### src/hdl/qdd_pkg.sv
`default_nettype none

package qdd_pkg;

  // Number of encoder lanes built. Range 1 to 8; only the first MASK_WIDTH
  // lanes have pins and can report a detent.
  localparam int ENCODER_COUNT = 4;

  localparam int MASK_WIDTH      = 4;
  localparam int REG_COUNT       = 4;
  localparam int RES_WIDTH       = 7;
  localparam int ACC_WIDTH       = 8;
  localparam int CFG_INDEX_WIDTH = 3;
  localparam int REG_SEL_WIDTH   = $clog2(REG_COUNT);
  // Wide enough to hold accumulator plus step, and minus the resolution.
  localparam int SUM_WIDTH       = ACC_WIDTH + 2;

  localparam logic [RES_WIDTH-1:0] RESET_RESOLUTION = RES_WIDTH'(4);

  // Step for each (previous pair, current pair) transition, index {prev, cur}.
  localparam logic signed [1:0] GRAY_STEP [16] = '{
    2'sb00, 2'sb11, 2'sb01, 2'sb00,
    2'sb01, 2'sb00, 2'sb00, 2'sb11,
    2'sb11, 2'sb00, 2'sb00, 2'sb01,
    2'sb00, 2'sb01, 2'sb11, 2'sb00
  };

  typedef struct packed {
    logic cw;
    logic ccw;
  } detent_t;

endpackage

`default_nettype wire

### src/hdl/qdd_lane.sv
`default_nettype none

module qdd_lane (
  input  wire logic                           clk,
  input  wire logic                           rst,
  input  wire logic                           fire,
  input  wire logic                           primed,
  input  wire logic [1:0]                     pin_pair,
  input  wire logic [qdd_pkg::RES_WIDTH-1:0]  resolution,
  output qdd_pkg::detent_t                    flags
);

  logic [1:0]                               last_pair;
  logic signed [qdd_pkg::ACC_WIDTH-1:0]     acc;
  logic signed [qdd_pkg::ACC_WIDTH-1:0]     acc_next;
  logic signed [1:0]                        step;
  logic                                     moved;
  logic [qdd_pkg::RES_WIDTH-1:0]            res_eff;
  logic signed [qdd_pkg::SUM_WIDTH-1:0]     res_s;
  logic signed [qdd_pkg::SUM_WIDTH-1:0]     pos;
  logic signed [qdd_pkg::SUM_WIDTH-1:0]     pos_adj;
  logic                                     hit_cw;
  logic                                     hit_ccw;

  always_comb begin
    step    = qdd_pkg::GRAY_STEP[{last_pair, pin_pair}];
    moved   = primed && (pin_pair != last_pair) && (step != 2'sb00);
    res_eff = (resolution == '0) ? qdd_pkg::RES_WIDTH'(1) : resolution;
    res_s   = $signed({{(qdd_pkg::SUM_WIDTH - qdd_pkg::RES_WIDTH){1'b0}}, res_eff});
    pos     = qdd_pkg::SUM_WIDTH'(acc) + qdd_pkg::SUM_WIDTH'(step);
    hit_cw  = (pos >= res_s);
    hit_ccw = !hit_cw && (pos <= -res_s);
    if (hit_cw) begin
      pos_adj = pos - res_s;
    end else if (hit_ccw) begin
      pos_adj = pos + res_s;
    end else begin
      pos_adj = pos;
    end
    // One step past either end of the accumulator always crosses the
    // resolution, so the adjusted value fits the accumulator again.
    acc_next  = pos_adj[qdd_pkg::ACC_WIDTH-1:0];
    flags.cw  = moved && hit_cw;
    flags.ccw = moved && hit_ccw;
  end

  always_ff @(posedge clk) begin
    if (rst) begin
      last_pair <= 2'b00;
      acc       <= '0;
    end else if (fire) begin
      last_pair <= pin_pair;
      if (moved) begin
        acc <= acc_next;
      end
    end
  end

  assert property (@(posedge clk) disable iff (rst)
    !primed |-> (!flags.cw && !flags.ccw))
    else $error("lane flagged a detent before the first scan was recorded");

endmodule

`default_nettype wire

### src/hdl/qdd_merge.sv
`default_nettype none

module qdd_merge (
  input  wire logic                            clk,
  input  wire logic                            rst,
  input  wire logic                            in_valid,
  output logic                                 in_ready,
  input  wire qdd_pkg::detent_t                flags [qdd_pkg::ENCODER_COUNT],
  output logic                                 out_valid,
  input  wire logic                            out_ready,
  output logic [qdd_pkg::MASK_WIDTH-1:0]       cw_mask,
  output logic [qdd_pkg::MASK_WIDTH-1:0]       ccw_mask
);

  logic [qdd_pkg::MASK_WIDTH-1:0] new_cw;
  logic [qdd_pkg::MASK_WIDTH-1:0] new_ccw;
  logic [qdd_pkg::MASK_WIDTH-1:0] skid_cw;
  logic [qdd_pkg::MASK_WIDTH-1:0] skid_ccw;
  logic                           skid_valid;
  logic                           in_fire;
  logic                           out_free;

  for (genvar i = 0; i < qdd_pkg::MASK_WIDTH; i++) begin : g_bit
    if (i < qdd_pkg::ENCODER_COUNT) begin : g_lane
      assign new_cw[i]  = flags[i].cw;
      assign new_ccw[i] = flags[i].ccw;
    end else begin : g_none
      assign new_cw[i]  = 1'b0;
      assign new_ccw[i] = 1'b0;
    end
  end

  assign in_ready = !skid_valid;
  assign in_fire  = in_valid && in_ready;
  assign out_free = !out_valid || out_ready;

  always_ff @(posedge clk) begin
    if (rst) begin
      out_valid  <= 1'b0;
      skid_valid <= 1'b0;
    end else if (out_free) begin
      if (skid_valid) begin
        out_valid  <= 1'b1;
        skid_valid <= 1'b0;
      end else begin
        out_valid <= in_fire;
      end
    end else if (in_fire) begin
      skid_valid <= 1'b1;
    end
  end

  always_ff @(posedge clk) begin
    if (out_free) begin
      if (skid_valid) begin
        cw_mask  <= skid_cw;
        ccw_mask <= skid_ccw;
      end else begin
        cw_mask  <= new_cw;
        ccw_mask <= new_ccw;
      end
    end else if (in_fire) begin
      skid_cw  <= new_cw;
      skid_ccw <= new_ccw;
    end
  end

  assert property (@(posedge clk) disable iff (rst)
    skid_valid |-> out_valid)
    else $error("skid stage holds a beat while the output stage is empty");

  assert property (@(posedge clk) disable iff (rst)
    out_valid |-> ((cw_mask & ccw_mask) == '0))
    else $error("an encoder reported both directions in one beat");

  assert property (@(posedge clk) disable iff (rst)
    (out_valid && !out_ready && in_fire) |=> (skid_valid && out_valid))
    else $error("beat accepted under stall was not parked in the skid stage");

endmodule

`default_nettype wire

### src/hdl/quadrature_detent_decoder_top.sv
`default_nettype none

// Decoder for a bank of rotary encoders with a detent divider per encoder.
// Input channel: in_valid/in_ready carry one scan of the A and B pins, bit i
// of each field for encoder i. Output channel: out_valid/out_ready carry one
// beat per scan with the clockwise and counter-clockwise detent masks.
// Result beats are registered in the output register, and a new scan is taken
// every cycle while in_ready is high; all encoder lanes decode in parallel,
// each with one table lookup and one add and compare on its accumulator.
// When the receiver stalls, the output register holds its beat and one more
// scan is taken into a skid register; in_ready drops only while that skid
// register is full.
// The config port writes resolution_0..3 (index 0..3) at any edge with
// cfg_write_en high; other indexes are ignored. Write only while idle.
// Reset (synchronous, active high) sets all resolutions to 4, clears pin
// history and accumulators, and makes the first scan after it only record
// the pins and return empty masks.
module quadrature_detent_decoder_top (
  input  wire logic                                clk,
  input  wire logic                                rst,
  input  wire logic                                cfg_write_en,
  input  wire logic [qdd_pkg::CFG_INDEX_WIDTH-1:0] cfg_index,
  input  wire logic [qdd_pkg::RES_WIDTH-1:0]       cfg_data,
  input  wire logic                                in_valid,
  output logic                                     in_ready,
  input  wire logic [qdd_pkg::MASK_WIDTH-1:0]      phase_a_bits,
  input  wire logic [qdd_pkg::MASK_WIDTH-1:0]      phase_b_bits,
  output logic                                     out_valid,
  input  wire logic                                out_ready,
  output logic [qdd_pkg::MASK_WIDTH-1:0]           clockwise_mask,
  output logic [qdd_pkg::MASK_WIDTH-1:0]           counter_clockwise_mask
);

  logic [qdd_pkg::RES_WIDTH-1:0] resolution [qdd_pkg::REG_COUNT];
  logic                          primed;
  logic                          in_fire;
  qdd_pkg::detent_t              flags [qdd_pkg::ENCODER_COUNT];

  assign in_fire = in_valid && in_ready;

  always_ff @(posedge clk) begin
    if (rst) begin
      for (int r = 0; r < qdd_pkg::REG_COUNT; r++) begin
        resolution[r] <= qdd_pkg::RESET_RESOLUTION;
      end
    end else if (cfg_write_en &&
                 (cfg_index < qdd_pkg::CFG_INDEX_WIDTH'(qdd_pkg::REG_COUNT))) begin
      resolution[cfg_index[qdd_pkg::REG_SEL_WIDTH-1:0]] <= cfg_data;
    end
  end

  always_ff @(posedge clk) begin
    if (rst) begin
      primed <= 1'b0;
    end else if (in_fire) begin
      primed <= 1'b1;
    end
  end

  for (genvar i = 0; i < qdd_pkg::ENCODER_COUNT; i++) begin : g_lane
    logic [1:0]                    pair;
    logic [qdd_pkg::RES_WIDTH-1:0] lane_res;

    // Lanes past the pin fields see idle pins and keep the reset resolution.
    if (i < qdd_pkg::MASK_WIDTH) begin : g_pins
      assign pair = {phase_a_bits[i], phase_b_bits[i]};
    end else begin : g_nopins
      assign pair = 2'b00;
    end

    if (i < qdd_pkg::REG_COUNT) begin : g_res
      assign lane_res = resolution[i];
    end else begin : g_nores
      assign lane_res = qdd_pkg::RESET_RESOLUTION;
    end

    qdd_lane u_lane (
      .clk        (clk),
      .rst        (rst),
      .fire       (in_fire),
      .primed     (primed),
      .pin_pair   (pair),
      .resolution (lane_res),
      .flags      (flags[i])
    );
  end

  qdd_merge u_merge (
    .clk       (clk),
    .rst       (rst),
    .in_valid  (in_valid),
    .in_ready  (in_ready),
    .flags     (flags),
    .out_valid (out_valid),
    .out_ready (out_ready),
    .cw_mask   (clockwise_mask),
    .ccw_mask  (counter_clockwise_mask)
  );

endmodule

`default_nettype wire
### config.mk
export PLATFORM = sky130hd
export DESIGN_NAME = quadrature_detent_decoder_top
export DESIGN_NICKNAME = d
export VERILOG_FILES = /design/src/hdl/qdd_pkg.sv /design/src/hdl/qdd_lane.sv /design/src/hdl/qdd_merge.sv /design/src/hdl/quadrature_detent_decoder_top.sv
export SDC_FILE = /design/constraint.sdc
export NUM_CORES = 1
export LEC_CHECK = 0
export ABC_AREA = 1
export BUFFER_PORTS_ARGS = -buffer_cell sky130_fd_sc_hd__buf_2
export CAP_MARGIN = 20
export CORE_MARGIN = 2
export CORE_UTILIZATION = 30
export DETAILED_ROUTE_END_ITERATION = 8
export HOLD_SLACK_MARGIN = 0.08
export PLACE_DENSITY = 0.54
export SETUP_SLACK_MARGIN = 0.15
export SYNTH_ARGS = -nofsm -noshare
export SYNTH_HDL_FRONTEND = slang
export SYNTH_HIERARCHICAL = 1
export SYNTH_SLANG_ARGS = --single-unit
### constraint.sdc
create_clock -name clk -period 10.4 [get_ports clk]
set_clock_uncertainty 0.2 [all_clocks]
set_input_delay 2.6 -clock clk [delete_from_list [all_inputs] [get_ports clk]]
set_output_delay 2.6 -clock clk [all_outputs]
set_load 0.03 [all_outputs]
==> flow_metrics.py, run 1 <==
metrics = {
    "run_status": {
        "outcome": "complete, no violations",
    },
    "clock_network": {
        "hold_buffers": 0,
        "cts_tree": "yes",
        "cts_buffers": 9,
        "path_clk_slew_ps": 70,
        "cts_setup_buffers": 0,
        "clock-sinks": 87,
        "clockRootBuffer": "clkbuf_16",
        "clock_path_buffers": 2,
        "cts-resized-gates": 0,
        "h-tree-depth": 3,
        "clk-insertion-delay-late_ps": 350,
    },
    "power": {
        "p_leak_nw": 5.75,
        "power_density_nw_per_um2": 155,
        "vdd_drop_max_uv": 87.8,
    },
    "logic_synthesis": {
        "synthCells": 1475,
        "yosys.cell_types.count": 44,
        "synth_edf_count": 44,
        "ys_seq_elements": 87,
        "synth_seq_area_share": 0.215,
        "synth_warnings": 6,
        "synth_area_per_cell_sq_um": 6.89,
        "async_flop_share": 0,
        "syn-cell-area_sq_um": 10200,
        "synth-main-ff-cell": "edfxtp_1",
    },
    "route": {
        "drc": 0,
        "vias_per_cell": 4.59,
        "antenna_violating_nets_post_route": 0,
        "first_pass_iters": 6,
        "met1_length_mm": 12.2,
        "wire_per_inst_microns": 12.5,
        "met3_length_mm": 1.08,
        "wl_mm": 24.1,
        "drtIter0Drc": 524,
        "top_layer": "met4",
        "routed-wl-met2_mm": 10.6,
        "num_vias": 8856,
    },
    "setup_path": {
        "cp_data_required_time_ps": 10450,
        "r2r_cells": 24,
        "crit_slowest_cell": "ha_1",
        "cp_max_fo": 7,
        "path_buf_inv": 7,
        "cp-startpoint": "phase_a_bits[3]",
        "r2r_end": "g_lane[3].u_lane/acc[0]",
        "critical_path.top_delay_family": "simple AND/OR/NAND/NOR gates",
        "endpoint_kind": "flop",
        "worstSetupPathType": "input pin to flop",
        "r2r_slack_ps": 5710,
        "critPathArrivalTime_ps": 6930,
        "crit_path_max_incr_delay_ps": 380,
        "startpoint_type": "input pin",
        "reg2reg_from": "g_lane[3].u_lane/last_pair[0]",
        "path_depth": 26,
        "critPathMostFrequentCell": "nand2_1",
        "critPathCapture": "g_lane[3].u_lane/acc[0]",
    },
    "floorplan": {
        "rows": 67,
        "design.die.area_sq_um": 35400,
        "num_io_pins": 33,
        "die_height_microns": 188,
        "start_util": 0.304,
        "fp.dieW_microns": 188,
        "core_sq_um": 33400,
    },
    "sta": {
        "fmax_mhz": 145,
        "tns_ps": 0,
        "max_slew_margin": 0.396,
        "finalWorstPathRequiredPeriod_ps": 6880,
        "grt_setup_unrepaired": "no",
        "final-setup-viol-count": 0,
        "worst_slew_pin_slew_ps": 897,
        "holdWs_ps": 303,
        "fin_crit_sh": 0.661,
        "finalHoldViolations": 0,
        "drv_slew": 0,
    },
    "final_layout": {
        "drive_gt1_frac": 0.0702,
        "final_cell_count_no_fill": 1929,
        "diodes": 0,
        "syn_to_final_growth_pct": 7.44,
        "finalNetCount": 1655,
    },
    "grt": {
        "grt_pass1_vias": 8381,
        "antenna_found_initial": 0,
        "grt.overflow.total": 0,
        "grt_pass1_wl_mm": 40.6,
        "grt_use_total": 0.139,
        "grt_max_degree": 22,
    },
    "placed_design": {
        "place_congestion": 0.867,
        "dp_cells": 1913,
        "port_buffers": 32,
        "hpwl_mm": 20.1,
    },
    "job": {
        "maxCapViolCount": 0,
    },
    "hold_path": {
        "hold_class": "flop to flop",
    },
}
==> registers in the layout, summed over array words and instances (netlist names), 4 cells and up <==
register,count
u_merge/cw_mask,4
u_merge/skid_cw,4
g_lane.u_lane/acc,32
u_merge/ccw_mask,4
g_lane.u_lane/last_pair,8
resolution,28
u_merge/skid_ccw,4
==> synthesized netlist by cell type (2+ instances only) <==
cell type	instances	area, sq um
nand2_1	342	1280
inv_1	250	938
ha_1	144	1800
nor2_1	121	454
nand3_1	112	561
a21oi_1	65	325
xor2_1	64	561
edfxtp_1	44	1320
dfxtp_1	43	861
nand4_1	35	219
o21ai_0	33	165
clkbuf_1	24	90.1
o21a_1	19	143
xnor2_1	18	158
nor3_1	17	85.1
a31oi_1	15	93.8
inv_2	14	52.6
fa_1	12	240
nand2_2	11	68.8
buf_2	9	45.0
buf_6	9	101
o21ai_1	9	45.0
o21bai_1	8	60.1
o21ai_2	6	52.6
or2_2	6	37.5
nand3b_1	5	37.5
a21oi_2	4	35.0
a32oi_2	4	65.1
conb_1	4	15.0
nor2_4	4	45.0
or2_0	4	25.0
clkbuf_2	3	15.0
nand4_2	3	37.5
nand2_4	2	22.5
nor2_2	2	12.5
or2_1	2	12.5
==> routing by layer <==
| metal | global-route usage | vias up |
|---|---|---|
| met5 | 0 | - |
| met4 | 0.0276 | 0 |
| met3 | 0.0208 | 12 |
| met2 | 0.222 | 160 |
| met1 | 0.199 | 3973 |
| li1 | - | 4711 |
==> power breakdown <==
group          switching, W  internal, W  leakage [nW]
clock network      0.000139     0.000185         0.142
registers         0.0000206     0.000387         0.795
logic              0.000630     0.000329          4.82
total              0.000789     0.000901          5.75
==> cells in the final DEF, fill, tap and decap left out, drive strengths merged <==
master	n
a21o	1
a21oi	70
a31oi	15
a32oi	4
a41oi	1
buf	32
bufinv	1
clkbuf	10
clkinv	4
conb	8
dfxtp	43
edfxtp	44
fa	12
ha	144
inv	266
nand2	355
nand3	113
nand3b	5
nand4	38
nor2	127
nor3	17
o2111ai	1
o211ai	1
o21a	19
o21ai	48
o21bai	8
or2	12
xnor2	18
xor2	64
==> stage by stage <==
step           setup WS (ps)   util  power, W  area [sq um]
2_1_floorplan           4090      -   0.00117         10200
3_3_place_gp            3250  0.318   0.00136         10600
5_1_grt                 3100  0.327   0.00185         10900
6_report                3520  0.327   0.00169         10900
4_1_cts                 3600  0.327   0.00170         10900
3_5_place_dp            3230  0.318   0.00137         10600
==> worst reg2reg max path, delay by kind of cell, from the launching register on <==
family / cells / cell delay [ps]
AND/OR/NAND/NOR: 11 / 1110
flip-flops: 1 / 450
buffers and inverters: 6 / 680
XOR/XNOR: 1 / 370
AO/OA/AOI/OAI: 4 / 1020
adder cells (fa/ha/maj): 2 / 750
==> worst min-delay path by stage <==
stage,cells past startpoint,from,slack [ps],endpoint
2_1_floorplan,2,g_lane[0].u_lane/acc[4],280,g_lane[0].u_lane/acc[4]
3_3_place_gp,2,u_merge/skid_ccw[2],300,u_merge/ccw_mask[2]
3_5_place_dp,2,u_merge/out_valid,300,u_merge/skid_valid
4_1_cts,2,u_merge/out_valid,310,u_merge/skid_valid
5_1_grt,2,u_merge/skid_ccw[0],350,u_merge/ccw_mask[0]
6_report,2,u_merge/out_valid,300,u_merge/skid_valid
==> area by class of cell <==
cell class | count | area (sq um)
fillers | 3628 | 22500
clock buffers | 10 | 229
multi-input cells | 1081 | 6740
inverters | 265 | 995
flip-flops and latches | 87 | 2180
well taps | 448 | 561
repair buffers | 32 | 160
clock inverters | 6 | 58.8
==> cells by family (layout without fill, tap and decap cells) <==
family,after synthesis,in the layout,share of synthesized area
buffers and inverters,311,313,0.124
adder cells (fa/ha/maj),156,156,0.201
other,4,8,0.00148
XOR/XNOR,82,82,0.0706
AND/OR/NAND/NOR,667,667,0.286
AO/OA/AOI/OAI,168,168,0.102
flip-flops,87,87,0.215
Note: power is estimated with default switching activity, not from simulation.
==> run 2, diff against run 1 <==
- ABC_AREA: 1 -> 0
- clock period: 10.4 -> 6.75 ns (I/O delays scaled with it)
==> flow_metrics.py, run 2 <==
metrics = {
    "run_status": {
        "outcome": "complete, no violations",
    },
    "logic_synthesis": {
        "synth_seq_area_share": 0.212,
        "async_flop_share": 0,
        "synthCells": 1138,
        "synth_warnings": 6,
        "synth-main-ff-cell": "edfxtp_1",
        "synth_area_leaders": "ha_1 (18%), edfxtp_1 (13%), dfxtp_1 (8.4%)",
        "yosysTopAreaCellShare": 0.175,
        "syn-cell-area_sq_um": 10300,
        "synth_top_area_cell": "ha_1",
        "yosys-top-cells-count": "ha_1 (144), inv_1 (114), a21oi_1 (90), xnor2_1 (76), nor2_1 (70)",
        "yosysMostFrequentCell": "ha_1",
        "ys_seq_elements": 87,
        "yosys.cell_types.count": 68,
        "synth_edf_count": 44,
        "synth_area_per_cell_sq_um": 9.04,
    },
    "final_layout": {
        "diodes": 0,
        "fill_cells": 3510,
        "register_area_sq_um": 2180,
        "stdcell_area_sq_um": 11100,
        "syn_to_final_growth_pct": 8.02,
        "final_cell_count_no_fill": 1592,
        "drive_gt1_frac": 0.132,
        "reg.largest.list": "g_lane.u_lane/acc (32), resolution (28), g_lane.u_lane/last_pair (8)",
        "layout_commonest_cell": "ha_1",
        "largest_reg_flops": 32,
        "finalNetCount": 1318,
        "regMostFlops": "g_lane.u_lane/acc",
        "layout_common_cells": "ha_1 (144), inv_1 (114), a21oi_1 (90)",
        "multi_input_area_sq_um": 7370,
    },
    "job": {
        "maxCapViolCount": 0,
    },
    "floorplan": {
        "core_sq_um": 33600,
        "die_height_microns": 189,
        "rows": 67,
        "num_io_pins": 33,
        "fp.dieW_microns": 189,
        "start_util": 0.306,
        "design.die.area_sq_um": 35800,
    },
    "sta": {
        "max_slew_margin": 0.338,
        "final-setup-viol-count": 0,
        "tns_ps": 0,
        "finalHoldViolations": 0,
        "worst_slew_pin_slew_ps": 992,
        "grt_setup_unrepaired": "no",
        "finalWorstPathRequiredPeriod_ps": 6160,
        "fmax_mhz": 162,
        "drv_slew": 0,
        "fin_crit_sh": 0.913,
    },
    "hold_path": {
        "holdPathEnd": "g_lane[1].u_lane/acc[3]",
        "hold_class": "flop to flop",
        "hold_depth": 2,
        "min_from": "g_lane[1].u_lane/acc[3]",
    },
    "grt": {
        "grt_use_total": 0.139,
        "grt_max_degree": 36,
        "grt_pass1_wl_mm": 40.5,
        "grt.overflow.total": 0,
        "grt_pass1_vias": 7907,
        "antenna_found_initial": 0,
    },
    "route": {
        "wire_per_inst_microns": 15.3,
        "num_vias": 7905,
        "antenna_violating_nets_post_route": 0,
        "drtIter0Drc": 449,
        "wl_mm": 24.3,
        "first_pass_iters": 5,
        "drc": 0,
        "vias_per_cell": 4.97,
    },
    "placed_design": {
        "dp_cells": 1576,
        "port_buffers": 32,
        "hpwl_mm": 19.4,
        "place_congestion": 0.829,
        "placed_area_sq_um": 10800,
    },
    "setup_path": {
        "critPathArrivalTime_ps": 6240,
        "r2r_slack_ps": 1830,
        "reg2reg_from": "g_lane[0].u_lane/last_pair[1]",
        "cp_data_required_time_ps": 6830,
        "r2r_cells": 14,
        "startpoint_type": "input pin",
        "endpoint_kind": "flop",
        "worstSetupPathType": "input pin to flop",
        "r2r_end": "g_lane[0].u_lane/acc[1]",
        "cp_max_fo": 9,
    },
    "clock_network": {
        "clk-insertion-delay-late_ps": 360,
        "h-tree-depth": 3,
        "hold_buffers": 0,
        "clock-sinks": 87,
        "clockRootBuffer": "clkbuf_16",
        "path_clk_slew_ps": 70,
        "cts_tree": "yes",
        "cts_buffers": 9,
        "clock_path_buffers": 2,
    },
    "power": {
        "power.total_w": 0.00252,
        "p_leak_nw": 5.07,
        "vdd_drop_max_uv": 130,
        "power_density_nw_per_um2": 227,
    },
}
## run 2: metrics by stage
stage / setup slack, ps / hold slack (ps) / utilization
4_1_cts: 418 / 302 / 0.330
3_5_place_dp: 60.4 / 288 / 0.322
6_report: 589 / 302 / 0.331
3_3_place_gp: 123 / 291 / 0.322
2_1_floorplan: 748 / 273 / -
5_1_grt: 244 / 337 / 0.331
## run 2: area by class of cell
class | instances | share of cell area
clock buffers | 10 | 0.0206
multi-input cells | 876 | 0.663
inverters | 114 | 0.0385
clock inverters | 6 | 0.00338
repair buffers | 51 | 0.0273
well taps | 448 | 0.0505
flip-flops and latches | 87 | 0.196
## run 2: repair_timing
action / CTS / global route
gates resized for setup: 0 / 2
endpoints found under the setup margin: 0 / 10
buffers inserted: 0 / 0
## run 2: worst max path at each step
| stage | cells after the start | to | startpoint | slack (ps) |
|---|---|---|---|---|
| after floorplan | 17 | g_lane[1].u_lane/acc[2] | phase_b_bits[1] | 750 |
| after global placement | 21 | g_lane[2].u_lane/acc[2] | phase_b_bits[2] | 120 |
| after detailed placement | 19 | g_lane[2].u_lane/acc[2] | phase_b_bits[2] | 60 |
| after CTS | 19 | g_lane[2].u_lane/acc[2] | phase_b_bits[2] | 420 |
| after global routing | 21 | g_lane[2].u_lane/acc[3] | phase_b_bits[2] | 240 |
| final | 18 | g_lane[3].u_lane/acc[2] | phase_b_bits[3] | 590 |
## run 2: kinds of logic after synthesis
group | Yosys count | share of synthesized area
AOI/OAI and AO/OA | 286 | 0.218
xor gates and xnor gates | 96 | 0.0817
adders and majority gates | 156 | 0.199
buffers and inverters | 179 | 0.0749
DFF | 87 | 0.212
muxes | 52 | 0.0639
other | 4 | 0.00146
and+or+nand+nor | 278 | 0.150
## run 2: critical path, cell delays in order
cell	delay, ps
buf_2	130
inv_1	70
ha_1	190
mux4_2	610
ha_1	390
a211o_1	310
a211o_1	300
a211oi_2	340
inv_1	140
ha_1	340
a21o_1	180
a2111o_1	410
a221oi_2	210
a221oi_2	120
buf_4	190
mux2i_1	110
mux2_4	280
a211oi_2	200
## run 2: layer usage
layer  global-route usage  wire length [microns]  vias up
li1                     -                      -     4054
met1                0.198                  12600     3746
met2                0.224                  10800       94
met3               0.0222                    714       11
met4               0.0216                    155        0
met5                    0                      0        -
## run 2: power breakdown
group	switching [W]	internal [W]	total [W]
Combinational	0.000803	0.000616	0.00142
Sequential	0.0000314	0.000594	0.000626
Clock	0.000230	0.000248	0.000478
Total	0.00106	0.00146	0.00252
==> run 3, diff against run 2 <==
--- a/config.mk
+++ b/config.mk
@@ -11,6 +11,6 @@
 export CORE_MARGIN = 2
-export CORE_UTILIZATION = 30
+export CORE_UTILIZATION = 35
 export DETAILED_ROUTE_END_ITERATION = 8
 export HOLD_SLACK_MARGIN = 0.08
-export PLACE_DENSITY = 0.54
+export PLACE_DENSITY = 0.6
 export SETUP_SLACK_MARGIN = 0.15
==> constraint.sdc (replaced) <==
create_clock -name clk -period 6.75 [get_ports clk]
set_clock_uncertainty 0.2 [all_clocks]
set_input_delay 1.35 -clock clk [delete_from_list [all_inputs] [get_ports clk]]
set_output_delay 1.35 -clock clk [all_outputs]
set_load 0.03 [all_outputs]
==> flow_metrics.py, run 3 (synthesized netlist as in run 2, its figures left out) <==
metrics = {
    "grt": {
        "grt_pass1_vias": 7827,
        "grt_use_total": 0.158,
        "grt_max_degree": 35,
        "grt.overflow.total": 0,
        "antenna_found_initial": 0,
        "grt_pass1_wl_mm": 39.5,
    },
    "final_layout": {
        "layout_commonest_cell": "ha_1",
        "drive_gt1_frac": 0.124,
        "post-route-util": 0.381,
        "reg.largest.list": "g_lane.u_lane/acc (32), resolution (28), g_lane.u_lane/last_pair (8)",
        "regMostFlops": "g_lane.u_lane/acc",
        "register_area_sq_um": 2180,
        "diodes": 0,
        "multi_input_area_sq_um": 7350,
        "syn_to_final_growth_pct": 6.95,
        "finalNetCount": 1307,
        "fill_cells": 2950,
        "layout_common_cells": "ha_1 (144), inv_1 (114), a21oi_1 (90)",
        "largest_reg_flops": 32,
        "final_cell_count_no_fill": 1517,
    },
    "clock_network": {
        "path_clk_slew_ps": 70,
        "clockRootBuffer": "clkbuf_16",
        "cts_buffers": 9,
        "cts-resized-gates": 0,
        "cts_setup_buffers": 0,
        "cts_tree": "yes",
        "clk-insertion-delay-late_ps": 350,
        "clock-sinks": 87,
        "h-tree-depth": 3,
        "clock_path_buffers": 2,
        "hold_buffers": 0,
    },
    "route": {
        "first_pass_iters": 5,
        "wire_per_inst_microns": 15.7,
        "wl_mm": 23.8,
        "drc": 0,
        "drtIter0Drc": 503,
        "num_vias": 7895,
        "antenna_violating_nets_post_route": 0,
        "vias_per_cell": 5.20,
    },
    "placed_design": {
        "dp_slack_ps": 453,
        "dp_cells": 1501,
        "hpwl_mm": 19.3,
        "port_buffers": 32,
        "place_congestion": 0.873,
    },
    "sta": {
        "setup_ws_ps": 842,
        "fin_crit_sh": 0.875,
        "tns_ps": 0,
        "max_slew_margin": 0.268,
        "grt_setup_unrepaired": "no",
        "holdWs_ps": 307,
        "finalWorstPathRequiredPeriod_ps": 5910,
        "worst_slew_pin_slew_ps": 1100,
        "final-setup-viol-count": 0,
        "drv_slew": 0,
        "finalHoldViolations": 0,
        "fmax_mhz": 169,
    },
    "setup_path": {
        "cp_data_required_time_ps": 6660,
        "critPathArrivalTime_ps": 5820,
        "worstSetupPathType": "input pin to flop",
        "startpoint_type": "input pin",
        "endpoint_kind": "flop",
        "cp_max_fo": 11,
    },
    "run_status": {
        "outcome": "complete, no violations",
    },
    "floorplan": {
        "design.die.area_sq_um": 30800,
        "die_height_microns": 175,
        "num_io_pins": 33,
        "fp.dieW_microns": 175,
        "start_util": 0.356,
        "core_sq_um": 28900,
        "rows": 62,
    },
    "power": {
        "p_leak_nw": 5.05,
        "vdd_drop_max_uv": 119,
        "power_density_nw_per_um2": 238,
    },
    "job": {
        "maxCapViolCount": 0,
    },
    "hold_path": {
        "hold_class": "flop to flop",
    },
}
run 3: cell count changes in the layout (fill, tap and decap cells not counted):
cell | previous run | this run
a221oi_2 | 6 | 8
a221oi_4 | 2 | 0
buf_4 | 19 | 8
bufinv_16 | 0 | 3
clkinv_2 | 2 | 1
clkinv_4 | 1 | 0
clkinvlp_4 | 2 | 0
inv_6 | 0 | 1
nor3b_1 | 7 | 6
nor3b_2 | 2 | 3
run 3: cell type report:
class / count / share of cell area
Clock inverter: 6 / 0.00978
Multi-Input combinational cell: 876 / 0.668
Clock buffer: 10 / 0.0208
Timing Repair Buffer: 40 / 0.0200
Tap cell: 384 / 0.0437
Sequential cell: 87 / 0.198
Inverter: 114 / 0.0389
run 3: worst paths after layout:
kind,from,slack (ps),end,depth (start not counted)
max reg2reg,g_lane[3].u_lane/last_pair[1],1740,u_merge/ccw_mask[3],12
min reg2reg,g_lane[0].u_lane/acc[3],310,g_lane[0].u_lane/acc[3],2
min,g_lane[0].u_lane/acc[3],310,g_lane[0].u_lane/acc[3],2
max,phase_b_bits[3],840,u_merge/ccw_mask[3],18
run 3: layer usage:
layer / part of all wire / track usage
met1: 0.50 / 0.222
met2: 0.45 / 0.258
met3: 0.038 / 0.0262
met4: 0.0098 / 0.0275
met5: 0 / 0
run 3: stage by stage:
step           cell area, sq um  power, W
6_report                  11000   0.00262
5_1_grt                   11000   0.00281
4_1_cts                   11000   0.00263
3_5_place_dp              10700   0.00202
3_3_place_gp              10700   0.00201
2_1_floorplan             10300   0.00178
run 3: worst max-delay path: stages:
cell and delay [ps]:
buf_2 130, inv_1 70, ha_1 300, xnor2_1 140, xnor2_1 200, ha_1 230, inv_1 70, fa_1 390
nand2b_1 190, a211oi_1 260, o22ai_1 250, ha_1 380, nand4_1 110, nor3_2 270, a221oi_2 110, a221oi_2 820
nor3b_1 200, mux2_4 330
run 3: where the power goes:
| part | internal [W] | total (W) | leakage [nW] | switching (W) |
|---|---|---|---|---|
| clock | 0.000362 | 0.000590 | 0.164 | 0.000228 |
| combinational | 0.000599 | 0.00140 | 4.09 | 0.000801 |
| sequential | 0.000595 | 0.000626 | 0.796 | 0.0000314 |
